--- src/hw/rtl/dmbt_pkg.sv ---
`default_nettype none
// ----------------------------------------------------------------------------
// dmbt_pkg
// Shared constants, types and small lookup functions for the broadcast
// time-field decoder (MJD plus BCD time of day to calendar and unix time).
// ----------------------------------------------------------------------------
package dmbt_pkg;

    // number of register stages in the datapath
    localparam int unsigned STAGES = 8;

    // MJD of 1970-01-01
    localparam logic [15:0] EPOCH_MJD = 16'd40587;

    // year estimate: floor((20*mjd - 301564) / 7305)
    localparam logic [20:0] YEAR_NUM_BIAS   = 21'd301564;
    localparam logic [12:0] YEAR_DIVISOR    = 13'd7305;
    // ceil(2^24 / 7305), quotient estimate is exact or one too high
    localparam logic [11:0] YEAR_RECIP      = 12'd2297;

    // days in four julian years, A = floor(Y*1461/4)
    localparam logic [17:0] DAYS_PER_4Y     = 18'd1461;

    // march-based day offset
    localparam logic [16:0] MJD_MARCH_BASE  = 17'd14956;

    localparam logic [10:0] BASE_YEAR       = 11'd1900;
    localparam logic [16:0] SECS_PER_DAY    = 17'd86400;

    // month index range and wrap codes for january and february
    localparam logic [4:0] MONTH_IDX_MAX    = 5'd16;
    localparam logic [4:0] MONTH_IDX_JAN    = 5'd14;
    localparam logic [4:0] MONTH_IDX_FEB    = 5'd15;
    localparam logic [4:0] MONTH_IDX_BIAS   = 5'd1;
    localparam logic [4:0] MONTHS_PER_YEAR  = 5'd12;

    // per-stage pipeline control
    typedef struct packed {
        logic [STAGES-1:0] load;
        logic [STAGES-1:0] valid;
    } dmbt_flow_t;

    // bcd byte: high nibble times ten plus low nibble, digits a..f not rejected
    function automatic logic [7:0] bcd_byte(input logic [7:0] b);
        return ({4'd0, b[7:4]} * 8'd10) + {4'd0, b[3:0]};
    endfunction

    // floor(m * 30.6001) for month index m
    function automatic logic [8:0] month_floor(input logic [4:0] m);
        logic [8:0] f;
        case (m)
            5'd1:    f = 9'd30;
            5'd2:    f = 9'd61;
            5'd3:    f = 9'd91;
            5'd4:    f = 9'd122;
            5'd5:    f = 9'd153;
            5'd6:    f = 9'd183;
            5'd7:    f = 9'd214;
            5'd8:    f = 9'd244;
            5'd9:    f = 9'd275;
            5'd10:   f = 9'd306;
            5'd11:   f = 9'd336;
            5'd12:   f = 9'd367;
            5'd13:   f = 9'd397;
            5'd14:   f = 9'd428;
            5'd15:   f = 9'd459;
            5'd16:   f = 9'd489;
            default: f = 9'd0;
        endcase
        return f;
    endfunction

endpackage
`default_nettype wire

--- src/hw/rtl/dvb_mjd_bcd_time_decoder_top.sv ---
`default_nettype none
// ----------------------------------------------------------------------------
// dvb_mjd_bcd_time_decoder_top
// Broadcast time-field decoder: MJD and BCD hh:mm:ss in, calendar date,
// decoded time of day, unix seconds and a short time hash out.
// ----------------------------------------------------------------------------
// usage
//   input request: day_number, bcd_clock, taken when item_valid is high and
//   item_stall is low. result request: all output fields, taken when
//   result_valid is high and result_stall is low. one result per request.
//   each request passes the eight register stages of the date path (year
//   quotient by reciprocal multiply and correction, four-year day count,
//   month search, day and year fixup) before result_valid rises; one
//   request per cycle is sustained while result_stall is low.
//   every stage has its own valid bit and loads whenever it is empty or
//   its content moves on, so while result_stall is high the pipe keeps
//   accepting until all stages are full, then item_stall rises. nothing
//   is dropped or repeated under stall.
//   reset clears all valid bits; no clearing pass, requests are taken in
//   the first cycle after reset.
//   dates before 1970-01-01 are raised to that day and epoch_clamped is set.
// ----------------------------------------------------------------------------
module dvb_mjd_bcd_time_decoder_top (
    input  wire logic        clk,
    input  wire logic        rst_n,
    input  wire logic        item_valid,
    output logic             item_stall,
    input  wire logic [15:0] day_number,
    input  wire logic [23:0] bcd_clock,
    output logic             result_valid,
    input  wire logic        result_stall,
    output logic [31:0]      unix_seconds,
    output logic [10:0]      year_full,
    output logic [3:0]       month_of_year,
    output logic [4:0]       day_of_month,
    output logic [7:0]       hour_value,
    output logic [7:0]       minute_value,
    output logic [7:0]       second_value,
    output logic [15:0]      time_hash,
    output logic             epoch_clamped
);

    dmbt_pkg::dmbt_flow_t flow;

    // pipeline control
    dmbt_flow u_flow (
        .clk          (clk),
        .rst_n        (rst_n),
        .item_valid   (item_valid),
        .item_stall   (item_stall),
        .result_stall (result_stall),
        .flow         (flow)
    );

    // ---------------- stage 1: clamp, year numerator, bcd decode
    logic [15:0] mjd1_next,   mjd1_reg;
    logic [19:0] num1_next,   num1_reg;
    logic [14:0] dd1_next,    dd1_reg;
    logic [7:0]  hh1_next,    hh1_reg;
    logic [7:0]  mm1_next,    mm1_reg;
    logic [7:0]  ss1_next,    ss1_reg;
    logic        clamp1_next, clamp1_reg;
    logic [20:0] mjd_x20;
    logic [20:0] num_full;
    logic [15:0] dd_full;

    always_comb
    begin
        clamp1_next = day_number < dmbt_pkg::EPOCH_MJD;
        mjd1_next   = clamp1_next ? dmbt_pkg::EPOCH_MJD : day_number;
        mjd_x20     = {1'b0, mjd1_next, 4'b0} + {3'b0, mjd1_next, 2'b0};
        num_full    = mjd_x20 - dmbt_pkg::YEAR_NUM_BIAS;
        num1_next   = num_full[19:0];
        dd_full     = mjd1_next - dmbt_pkg::EPOCH_MJD;
        dd1_next    = dd_full[14:0];
        hh1_next    = dmbt_pkg::bcd_byte(bcd_clock[23:16]);
        mm1_next    = dmbt_pkg::bcd_byte(bcd_clock[15:8]);
        ss1_next    = dmbt_pkg::bcd_byte(bcd_clock[7:0]);
    end

    always_ff @(posedge clk)
    begin
        if (flow.load[0])
        begin
            mjd1_reg   <= mjd1_next;
            num1_reg   <= num1_next;
            dd1_reg    <= dd1_next;
            hh1_reg    <= hh1_next;
            mm1_reg    <= mm1_next;
            ss1_reg    <= ss1_next;
            clamp1_reg <= clamp1_next;
        end
    end

    // ---------------- stage 2: reciprocal product, day seconds, time of day
    logic [31:0] prod2_next,  prod2_reg;
    logic [31:0] dsec2_next,  dsec2_reg;
    logic [19:0] tod2_next,   tod2_reg;
    logic [13:0] hm2_next,    hm2_reg;
    logic [15:0] mjd2_reg;
    logic [19:0] num2_reg;
    logic [7:0]  hh2_reg, mm2_reg, ss2_reg;
    logic        clamp2_reg;

    always_comb
    begin
        prod2_next = {12'b0, num1_reg} * {20'b0, dmbt_pkg::YEAR_RECIP};
        dsec2_next = {17'b0, dd1_reg} * {15'b0, dmbt_pkg::SECS_PER_DAY};
        tod2_next  = ({12'b0, hh1_reg} * 20'd3600) + ({12'b0, mm1_reg} * 20'd60)
                   + {12'b0, ss1_reg};
        hm2_next   = ({6'b0, hh1_reg} * 14'd60) + {6'b0, mm1_reg};
    end

    always_ff @(posedge clk)
    begin
        if (flow.load[1])
        begin
            prod2_reg  <= prod2_next;
            dsec2_reg  <= dsec2_next;
            tod2_reg   <= tod2_next;
            hm2_reg    <= hm2_next;
            mjd2_reg   <= mjd1_reg;
            num2_reg   <= num1_reg;
            hh2_reg    <= hh1_reg;
            mm2_reg    <= mm1_reg;
            ss2_reg    <= ss1_reg;
            clamp2_reg <= clamp1_reg;
        end
    end

    // ---------------- stage 3: quotient estimate, back product, unix seconds
    logic [7:0]  q3_next,    q3_reg;
    logic [20:0] back3_next, back3_reg;
    logic [31:0] secs3_next, secs3_reg;
    logic [15:0] mjd3_reg;
    logic [19:0] num3_reg;
    logic [13:0] hm3_reg;
    logic [7:0]  hh3_reg, mm3_reg, ss3_reg;
    logic        clamp3_reg;

    always_comb
    begin
        q3_next    = prod2_reg[31:24];
        back3_next = {13'b0, q3_next} * {8'b0, dmbt_pkg::YEAR_DIVISOR};
        secs3_next = dsec2_reg + {12'b0, tod2_reg};
    end

    always_ff @(posedge clk)
    begin
        if (flow.load[2])
        begin
            q3_reg     <= q3_next;
            back3_reg  <= back3_next;
            secs3_reg  <= secs3_next;
            mjd3_reg   <= mjd2_reg;
            num3_reg   <= num2_reg;
            hm3_reg    <= hm2_reg;
            hh3_reg    <= hh2_reg;
            mm3_reg    <= mm2_reg;
            ss3_reg    <= ss2_reg;
            clamp3_reg <= clamp2_reg;
        end
    end

    // ---------------- stage 4: quotient correction gives year offset
    logic [7:0]  y4_next, y4_reg;
    logic [15:0] mjd4_reg;
    logic [31:0] secs4_reg;
    logic [13:0] hm4_reg;
    logic [7:0]  hh4_reg, mm4_reg, ss4_reg;
    logic        clamp4_reg;

    always_comb
    begin
        y4_next = (back3_reg > {1'b0, num3_reg}) ? (q3_reg - 8'd1) : q3_reg;
    end

    always_ff @(posedge clk)
    begin
        if (flow.load[3])
        begin
            y4_reg     <= y4_next;
            mjd4_reg   <= mjd3_reg;
            secs4_reg  <= secs3_reg;
            hm4_reg    <= hm3_reg;
            hh4_reg    <= hh3_reg;
            mm4_reg    <= mm3_reg;
            ss4_reg    <= ss3_reg;
            clamp4_reg <= clamp3_reg;
        end
    end

    // ---------------- stage 5: days in whole years
    logic [15:0] a5_next, a5_reg;
    logic [17:0] ydays;
    logic [7:0]  y5_reg;
    logic [15:0] mjd5_reg;
    logic [31:0] secs5_reg;
    logic [13:0] hm5_reg;
    logic [7:0]  hh5_reg, mm5_reg, ss5_reg;
    logic        clamp5_reg;

    always_comb
    begin
        ydays   = {10'b0, y4_reg} * dmbt_pkg::DAYS_PER_4Y;
        a5_next = ydays[17:2];
    end

    always_ff @(posedge clk)
    begin
        if (flow.load[4])
        begin
            a5_reg     <= a5_next;
            y5_reg     <= y4_reg;
            mjd5_reg   <= mjd4_reg;
            secs5_reg  <= secs4_reg;
            hm5_reg    <= hm4_reg;
            hh5_reg    <= hh4_reg;
            mm5_reg    <= mm4_reg;
            ss5_reg    <= ss4_reg;
            clamp5_reg <= clamp4_reg;
        end
    end

    // ---------------- stage 6: day within march-based year
    logic [8:0]  e6_next, e6_reg;
    logic [16:0] e_full;
    logic [7:0]  y6_reg;
    logic [31:0] secs6_reg;
    logic [13:0] hm6_reg;
    logic [7:0]  hh6_reg, mm6_reg, ss6_reg;
    logic        clamp6_reg;

    always_comb
    begin
        e_full  = {1'b0, mjd5_reg} - dmbt_pkg::MJD_MARCH_BASE - {1'b0, a5_reg};
        e6_next = e_full[8:0];
    end

    always_ff @(posedge clk)
    begin
        if (flow.load[5])
        begin
            e6_reg     <= e6_next;
            y6_reg     <= y5_reg;
            secs6_reg  <= secs5_reg;
            hm6_reg    <= hm5_reg;
            hh6_reg    <= hh5_reg;
            mm6_reg    <= mm5_reg;
            ss6_reg    <= ss5_reg;
            clamp6_reg <= clamp5_reg;
        end
    end

    // ---------------- stage 7: month index by threshold count
    logic [4:0]  m7_next, m7_reg;
    logic [8:0]  e7_reg;
    logic [7:0]  y7_reg;
    logic [31:0] secs7_reg;
    logic [13:0] hm7_reg;
    logic [7:0]  hh7_reg, mm7_reg, ss7_reg;
    logic        clamp7_reg;

    always_comb
    begin
        m7_next = 5'd0;
        for (int j = 1; j <= int'(dmbt_pkg::MONTH_IDX_MAX); j++)
        begin
            if (e6_reg > dmbt_pkg::month_floor(5'(j)))
            begin
                m7_next = m7_next + 5'd1;
            end
        end
    end

    always_ff @(posedge clk)
    begin
        if (flow.load[6])
        begin
            m7_reg     <= m7_next;
            e7_reg     <= e6_reg;
            y7_reg     <= y6_reg;
            secs7_reg  <= secs6_reg;
            hm7_reg    <= hm6_reg;
            hh7_reg    <= hh6_reg;
            mm7_reg    <= mm6_reg;
            ss7_reg    <= ss6_reg;
            clamp7_reg <= clamp6_reg;
        end
    end

    // ---------------- stage 8: day, year and month fixup, hash
    logic [31:0] secs8_next,  secs8_reg;
    logic [10:0] year8_next,  year8_reg;
    logic [3:0]  month8_next, month8_reg;
    logic [4:0]  day8_next,   day8_reg;
    logic [15:0] hash8_next,  hash8_reg;
    logic [7:0]  hh8_reg, mm8_reg, ss8_reg;
    logic        clamp8_reg;
    logic [8:0]  d_full;
    logic        wrap;
    logic [4:0]  m_fix;

    always_comb
    begin
        d_full      = e7_reg - dmbt_pkg::month_floor(m7_reg);
        wrap        = (m7_reg == dmbt_pkg::MONTH_IDX_JAN) || (m7_reg == dmbt_pkg::MONTH_IDX_FEB);
        m_fix       = m7_reg - dmbt_pkg::MONTH_IDX_BIAS
                    - (wrap ? dmbt_pkg::MONTHS_PER_YEAR : 5'd0);
        day8_next   = d_full[4:0];
        month8_next = m_fix[3:0];
        year8_next  = dmbt_pkg::BASE_YEAR + {3'b0, y7_reg} + {10'b0, wrap};
        hash8_next  = {2'b0, hm7_reg} | {day8_next, 11'b0};
        secs8_next  = secs7_reg;
    end

    always_ff @(posedge clk)
    begin
        if (flow.load[7])
        begin
            secs8_reg  <= secs8_next;
            year8_reg  <= year8_next;
            month8_reg <= month8_next;
            day8_reg   <= day8_next;
            hash8_reg  <= hash8_next;
            hh8_reg    <= hh7_reg;
            mm8_reg    <= mm7_reg;
            ss8_reg    <= ss7_reg;
            clamp8_reg <= clamp7_reg;
        end
    end

    // result request
    assign result_valid  = flow.valid[dmbt_pkg::STAGES-1];
    assign unix_seconds  = secs8_reg;
    assign year_full     = year8_reg;
    assign month_of_year = month8_reg;
    assign day_of_month  = day8_reg;
    assign hour_value    = hh8_reg;
    assign minute_value  = mm8_reg;
    assign second_value  = ss8_reg;
    assign time_hash     = hash8_reg;
    assign epoch_clamped = clamp8_reg;

endmodule
`default_nettype wire

--- src/hw/rtl/dmbt_flow.sv ---
`default_nettype none
// ----------------------------------------------------------------------------
// dmbt_flow
// Valid bits and per-stage load enables for the datapath. A stage loads when
// it is empty or its content moves on, so bubbles collapse under a stall.
// ----------------------------------------------------------------------------
module dmbt_flow (
    input  wire logic               clk,
    input  wire logic               rst_n,
    input  wire logic               item_valid,
    output logic                    item_stall,
    input  wire logic               result_stall,
    output dmbt_pkg::dmbt_flow_t    flow
);

    localparam int unsigned N = dmbt_pkg::STAGES;

    logic [N-1:0] valid_reg;
    logic [N-1:0] valid_next;
    logic [N:0]   ready;
    logic [N-1:0] up_valid;

    // ready ripples back from the result side
    always_comb
    begin
        ready[N] = !result_stall;
        for (int i = N - 1; i >= 0; i--)
        begin
            ready[i] = !valid_reg[i] || ready[i+1];
        end
        up_valid   = {valid_reg[N-2:0], item_valid};
        valid_next = valid_reg;
        for (int i = 0; i < N; i++)
        begin
            if (ready[i])
            begin
                valid_next[i] = up_valid[i];
            end
        end
    end

    // valid bits
    always_ff @(posedge clk or negedge rst_n)
    begin
        if (!rst_n)
        begin
            valid_reg <= '0;
        end
        else
        begin
            valid_reg <= valid_next;
        end
    end

    assign item_stall = !ready[0];
    assign flow.load  = ready[N-1:0] & up_valid;
    assign flow.valid = valid_reg;

endmodule
`default_nettype wire
--- config.mk ---
export PLATFORM = sky130hd
export DESIGN_NAME = dvb_mjd_bcd_time_decoder_top
export DESIGN_NICKNAME = d
export VERILOG_FILES = /design/src/hw/rtl/dmbt_pkg.sv /design/src/hw/rtl/dvb_mjd_bcd_time_decoder_top.sv /design/src/hw/rtl/dmbt_flow.sv
export SDC_FILE = /design/constraint.sdc
export NUM_CORES = 1
export LEC_CHECK = 0
export ABC_AREA = 1
export BUFFER_PORTS_ARGS = -buffer_cell sky130_fd_sc_hd__buf_2
export CORE_UTILIZATION = 53
export CTS_CLUSTER_DIAMETER = 80
export DETAILED_ROUTE_END_ITERATION = 6
export PLACE_DENSITY = 0.72
export SLEW_MARGIN = 20
export SYNTH_ARGS = -nofsm -noshare
export SYNTH_HDL_FRONTEND = slang
export SYNTH_SLANG_ARGS = --single-unit
--- constraint.sdc ---
create_clock -name clk -period 16 [get_ports clk]
set_clock_uncertainty 0.1 [all_clocks]
set_input_delay 3.2 -clock clk [delete_from_list [all_inputs] [get_ports clk]]
set_output_delay 3.2 -clock clk [all_outputs]
set_load 0.005 [all_outputs]
==> impl_results.md <==
- Status: completed
- Post-DRT Antenna Nets: 0
- Largest net degree at the start of global routing: 88
- Reg2Reg Setup Slack: 7100 ps
- Post-synth EDFFs: 732
- Crit path kind: flip-flop to flip-flop
- GRT overflow: 0
- Mean post-synth cell area: 13.0 sq um
- Final antenna diode count: 0
- GRT Overall Usage: 18.7%
- Crit path largest cell delay: 520 ps
- Design area: 44500 sq um
- Post-synthesis sequential area ratio: 55.7%
- Synth Area in XOR/XNOR: 4.32%
- Antenna violations before repair: 9
- Core Util, Final: 59.7%
- Asr flop ratio synth: 1.07%
- Mapped Cells: 3084
- Reg2reg path depth: 61
- # rows: 100
- Vias per cell: 5.06
- Final period demand of the worst path: 8900 ps
- Complex-gate fraction of the synthesized area: 3.38%
- Dpl cells: 4188
- RSZ-0062 raised after global routing: false
- Post-CTS Setup Inserts: 0
- Max-slew headroom: 29.4%
- Top_reg_cell synth: edfxtp_1
- Required time worst endpoint: 16400 ps
- Final setup vio count: 0
- Ports: 139
- Die area: 76500 sq um
- Total Wirelength: 68700 um
- FMAX: 0.112 GHz
- Yosys warns: 0
- Placed inst area: 41900 sq um
- Post-CTS Hold Fix Bufs: 0
- Crit. End Element: flip-flop
- TNS Setup: 0 ps
- CP Launch Point: e6_reg[3]$_DFFE_PP_
- Register bit total from synthesis: 745
- Number of global-route vias before repair: 22.1k
- CTS tree: built
- GPL Wtd Cong: 0.849
- DIE HEIGHT: 277 um
- Hold Crit Class: flip-flop to flip-flop
- Fin crit share: 55.6%
- Clock root buffer: clkbuf_16
- Post-Synth Adder-Cell Area: 22.8%
- Post-Layout Cell Count: 4332
- Net Count, Synth: 3756
- Layout cells sized above 1: 10.8%
- Nets: 3970
- Slew Viols, Final: 0
- First-pass GRT wire length: 113000 um
- Half-perimeter wire length after placement: 50200 um
- DRT iter0 DRCs: 1360
- # port buffers: 138
- Resized cells post-CTS: 0
- Initial core utilization: 53.6%
- Core area: 74600 sq um
- Reg clk slew, reported paths: 60 ps
- Deepest clock path buffer count: 3
- Simple-gate area share of the yosys netlist: 8.51%
- Startpoint Class: flip-flop
- Num CTS Buffers: 77
- Most frequent cells in the layout: edfxtp_1, inv_1, ha_1
- DR WL/cell: 15.9 um
- Detailed Routing Iterations Pass 1: 5
- Largest family of logic cells by synthesized area: adder cells
- Critical path arrival: 9300 ps
- Critical path peak fanout: 9
- Clock Latency Late Sink: 620 ps
- Layout overhead on the synthesized area: 11.4%
- Drc violations: 0
- MaxCap Viol Count: 0
- Die width: 277 um
- Synth cell types: 56
- Final hold vios: 0
- Multiplexer area fraction after synthesis: 0%
- Htree depth: 3
- Crit-path most repeated cell: nand2_1
- Most common cell after layout, fill and taps aside: edfxtp_1
- Post-Syn Area: 40000 sq um
- Worst r2r src: e6_reg[3]$_DFFE_PP_
- CP max-delay cell: edfxtp_1
- Via Count: 21.9k
- Clock tree sinks: 745
- Actual slew at the worst max-slew pin: 1060 ps
area by class of cell:
type                            count  area, sq um
Clock inverter                     56          598
Clock buffer                       88         2020
Inverter                          535         2020
Multi-Input combinational cell   1792        15700
Timing Repair Buffer              147          762
Tap cell                          969         1210
Sequential cell                   745        22300
Fill cell                        5802        30000
cell usage after synthesis, types with 16 or more instances:
library cell / n / share of area [%]
nand3_2: 16 / 0.40
nor2_1: 115 / 1.1
nor3_1: 18 / 0.23
xor2_1: 138 / 3.0
ha_1: 459 / 14
nand2_2: 22 / 0.34
edfxtp_1: 732 / 55
o21ai_0: 51 / 0.64
inv_1: 524 / 4.9
nand4_1: 16 / 0.25
fa_1: 169 / 8.5
xnor2_1: 59 / 1.3
nand2_1: 344 / 3.2
a21oi_1: 131 / 1.6
nand3_1: 139 / 1.7
stage by stage:
stage | hold WS [ps] | setup slack, ps
4_1_cts | 299 | 7100
2_1_floorplan | 300 | 6690
3_5_place_dp | 305 | 7130
6_report | 300 | 7100
5_1_grt | 307 | 6170
3_3_place_gp | 300 | 7210
kinds of logic after synthesis:
group                    Yosys count
flip-flops                       745
AO/OA/AOI/OAI                    240
buffers and inverters            547
other                              1
adder cells (fa/ha/maj)          628
AND/OR/NAND/NOR                  726
XOR/XNOR                         197
critical path: cells and delay by family (launching register included):
family                     cells  cell delay [ps]
buffers and inverters          7              410
DFF                            1              520
adders and majority gates      9             2520
AOI/OAI and AO/OA              2              490
and+or+nand+nor               43             4750
metal layers:
metal  vias up  share of wire [%]  GRT usage, %
li1      11000                  -             -
met1     10400                 48          27.0
met2       417                 45          29.7
met3        87                4.5          2.89
met4         2                1.8          4.70
met5         -              0.029             0
worst min path at each step:
stage                            startpoint                       to  cells after the start
finish              secs5_reg[19]$_DFFE_PP_  secs6_reg[19]$_DFFE_PP_                      0
global route         num2_reg[15]$_DFFE_PP_   num3_reg[15]$_DFFE_PP_                      0
CTS                 secs5_reg[19]$_DFFE_PP_  secs6_reg[19]$_DFFE_PP_                      0
detailed placement     hh3_reg[1]$_DFFE_PP_     hh4_reg[1]$_DFFE_PP_                      0
global placement       mm3_reg[5]$_DFFE_PP_     mm4_reg[5]$_DFFE_PP_                      0
floorplan              clamp1_reg$_DFFE_PP_     clamp2_reg$_DFFE_PP_                      0
Power is left out: the tool's default activity adds up to more than one toggle a clock period on the data nets, which glitch-free logic cannot reach.
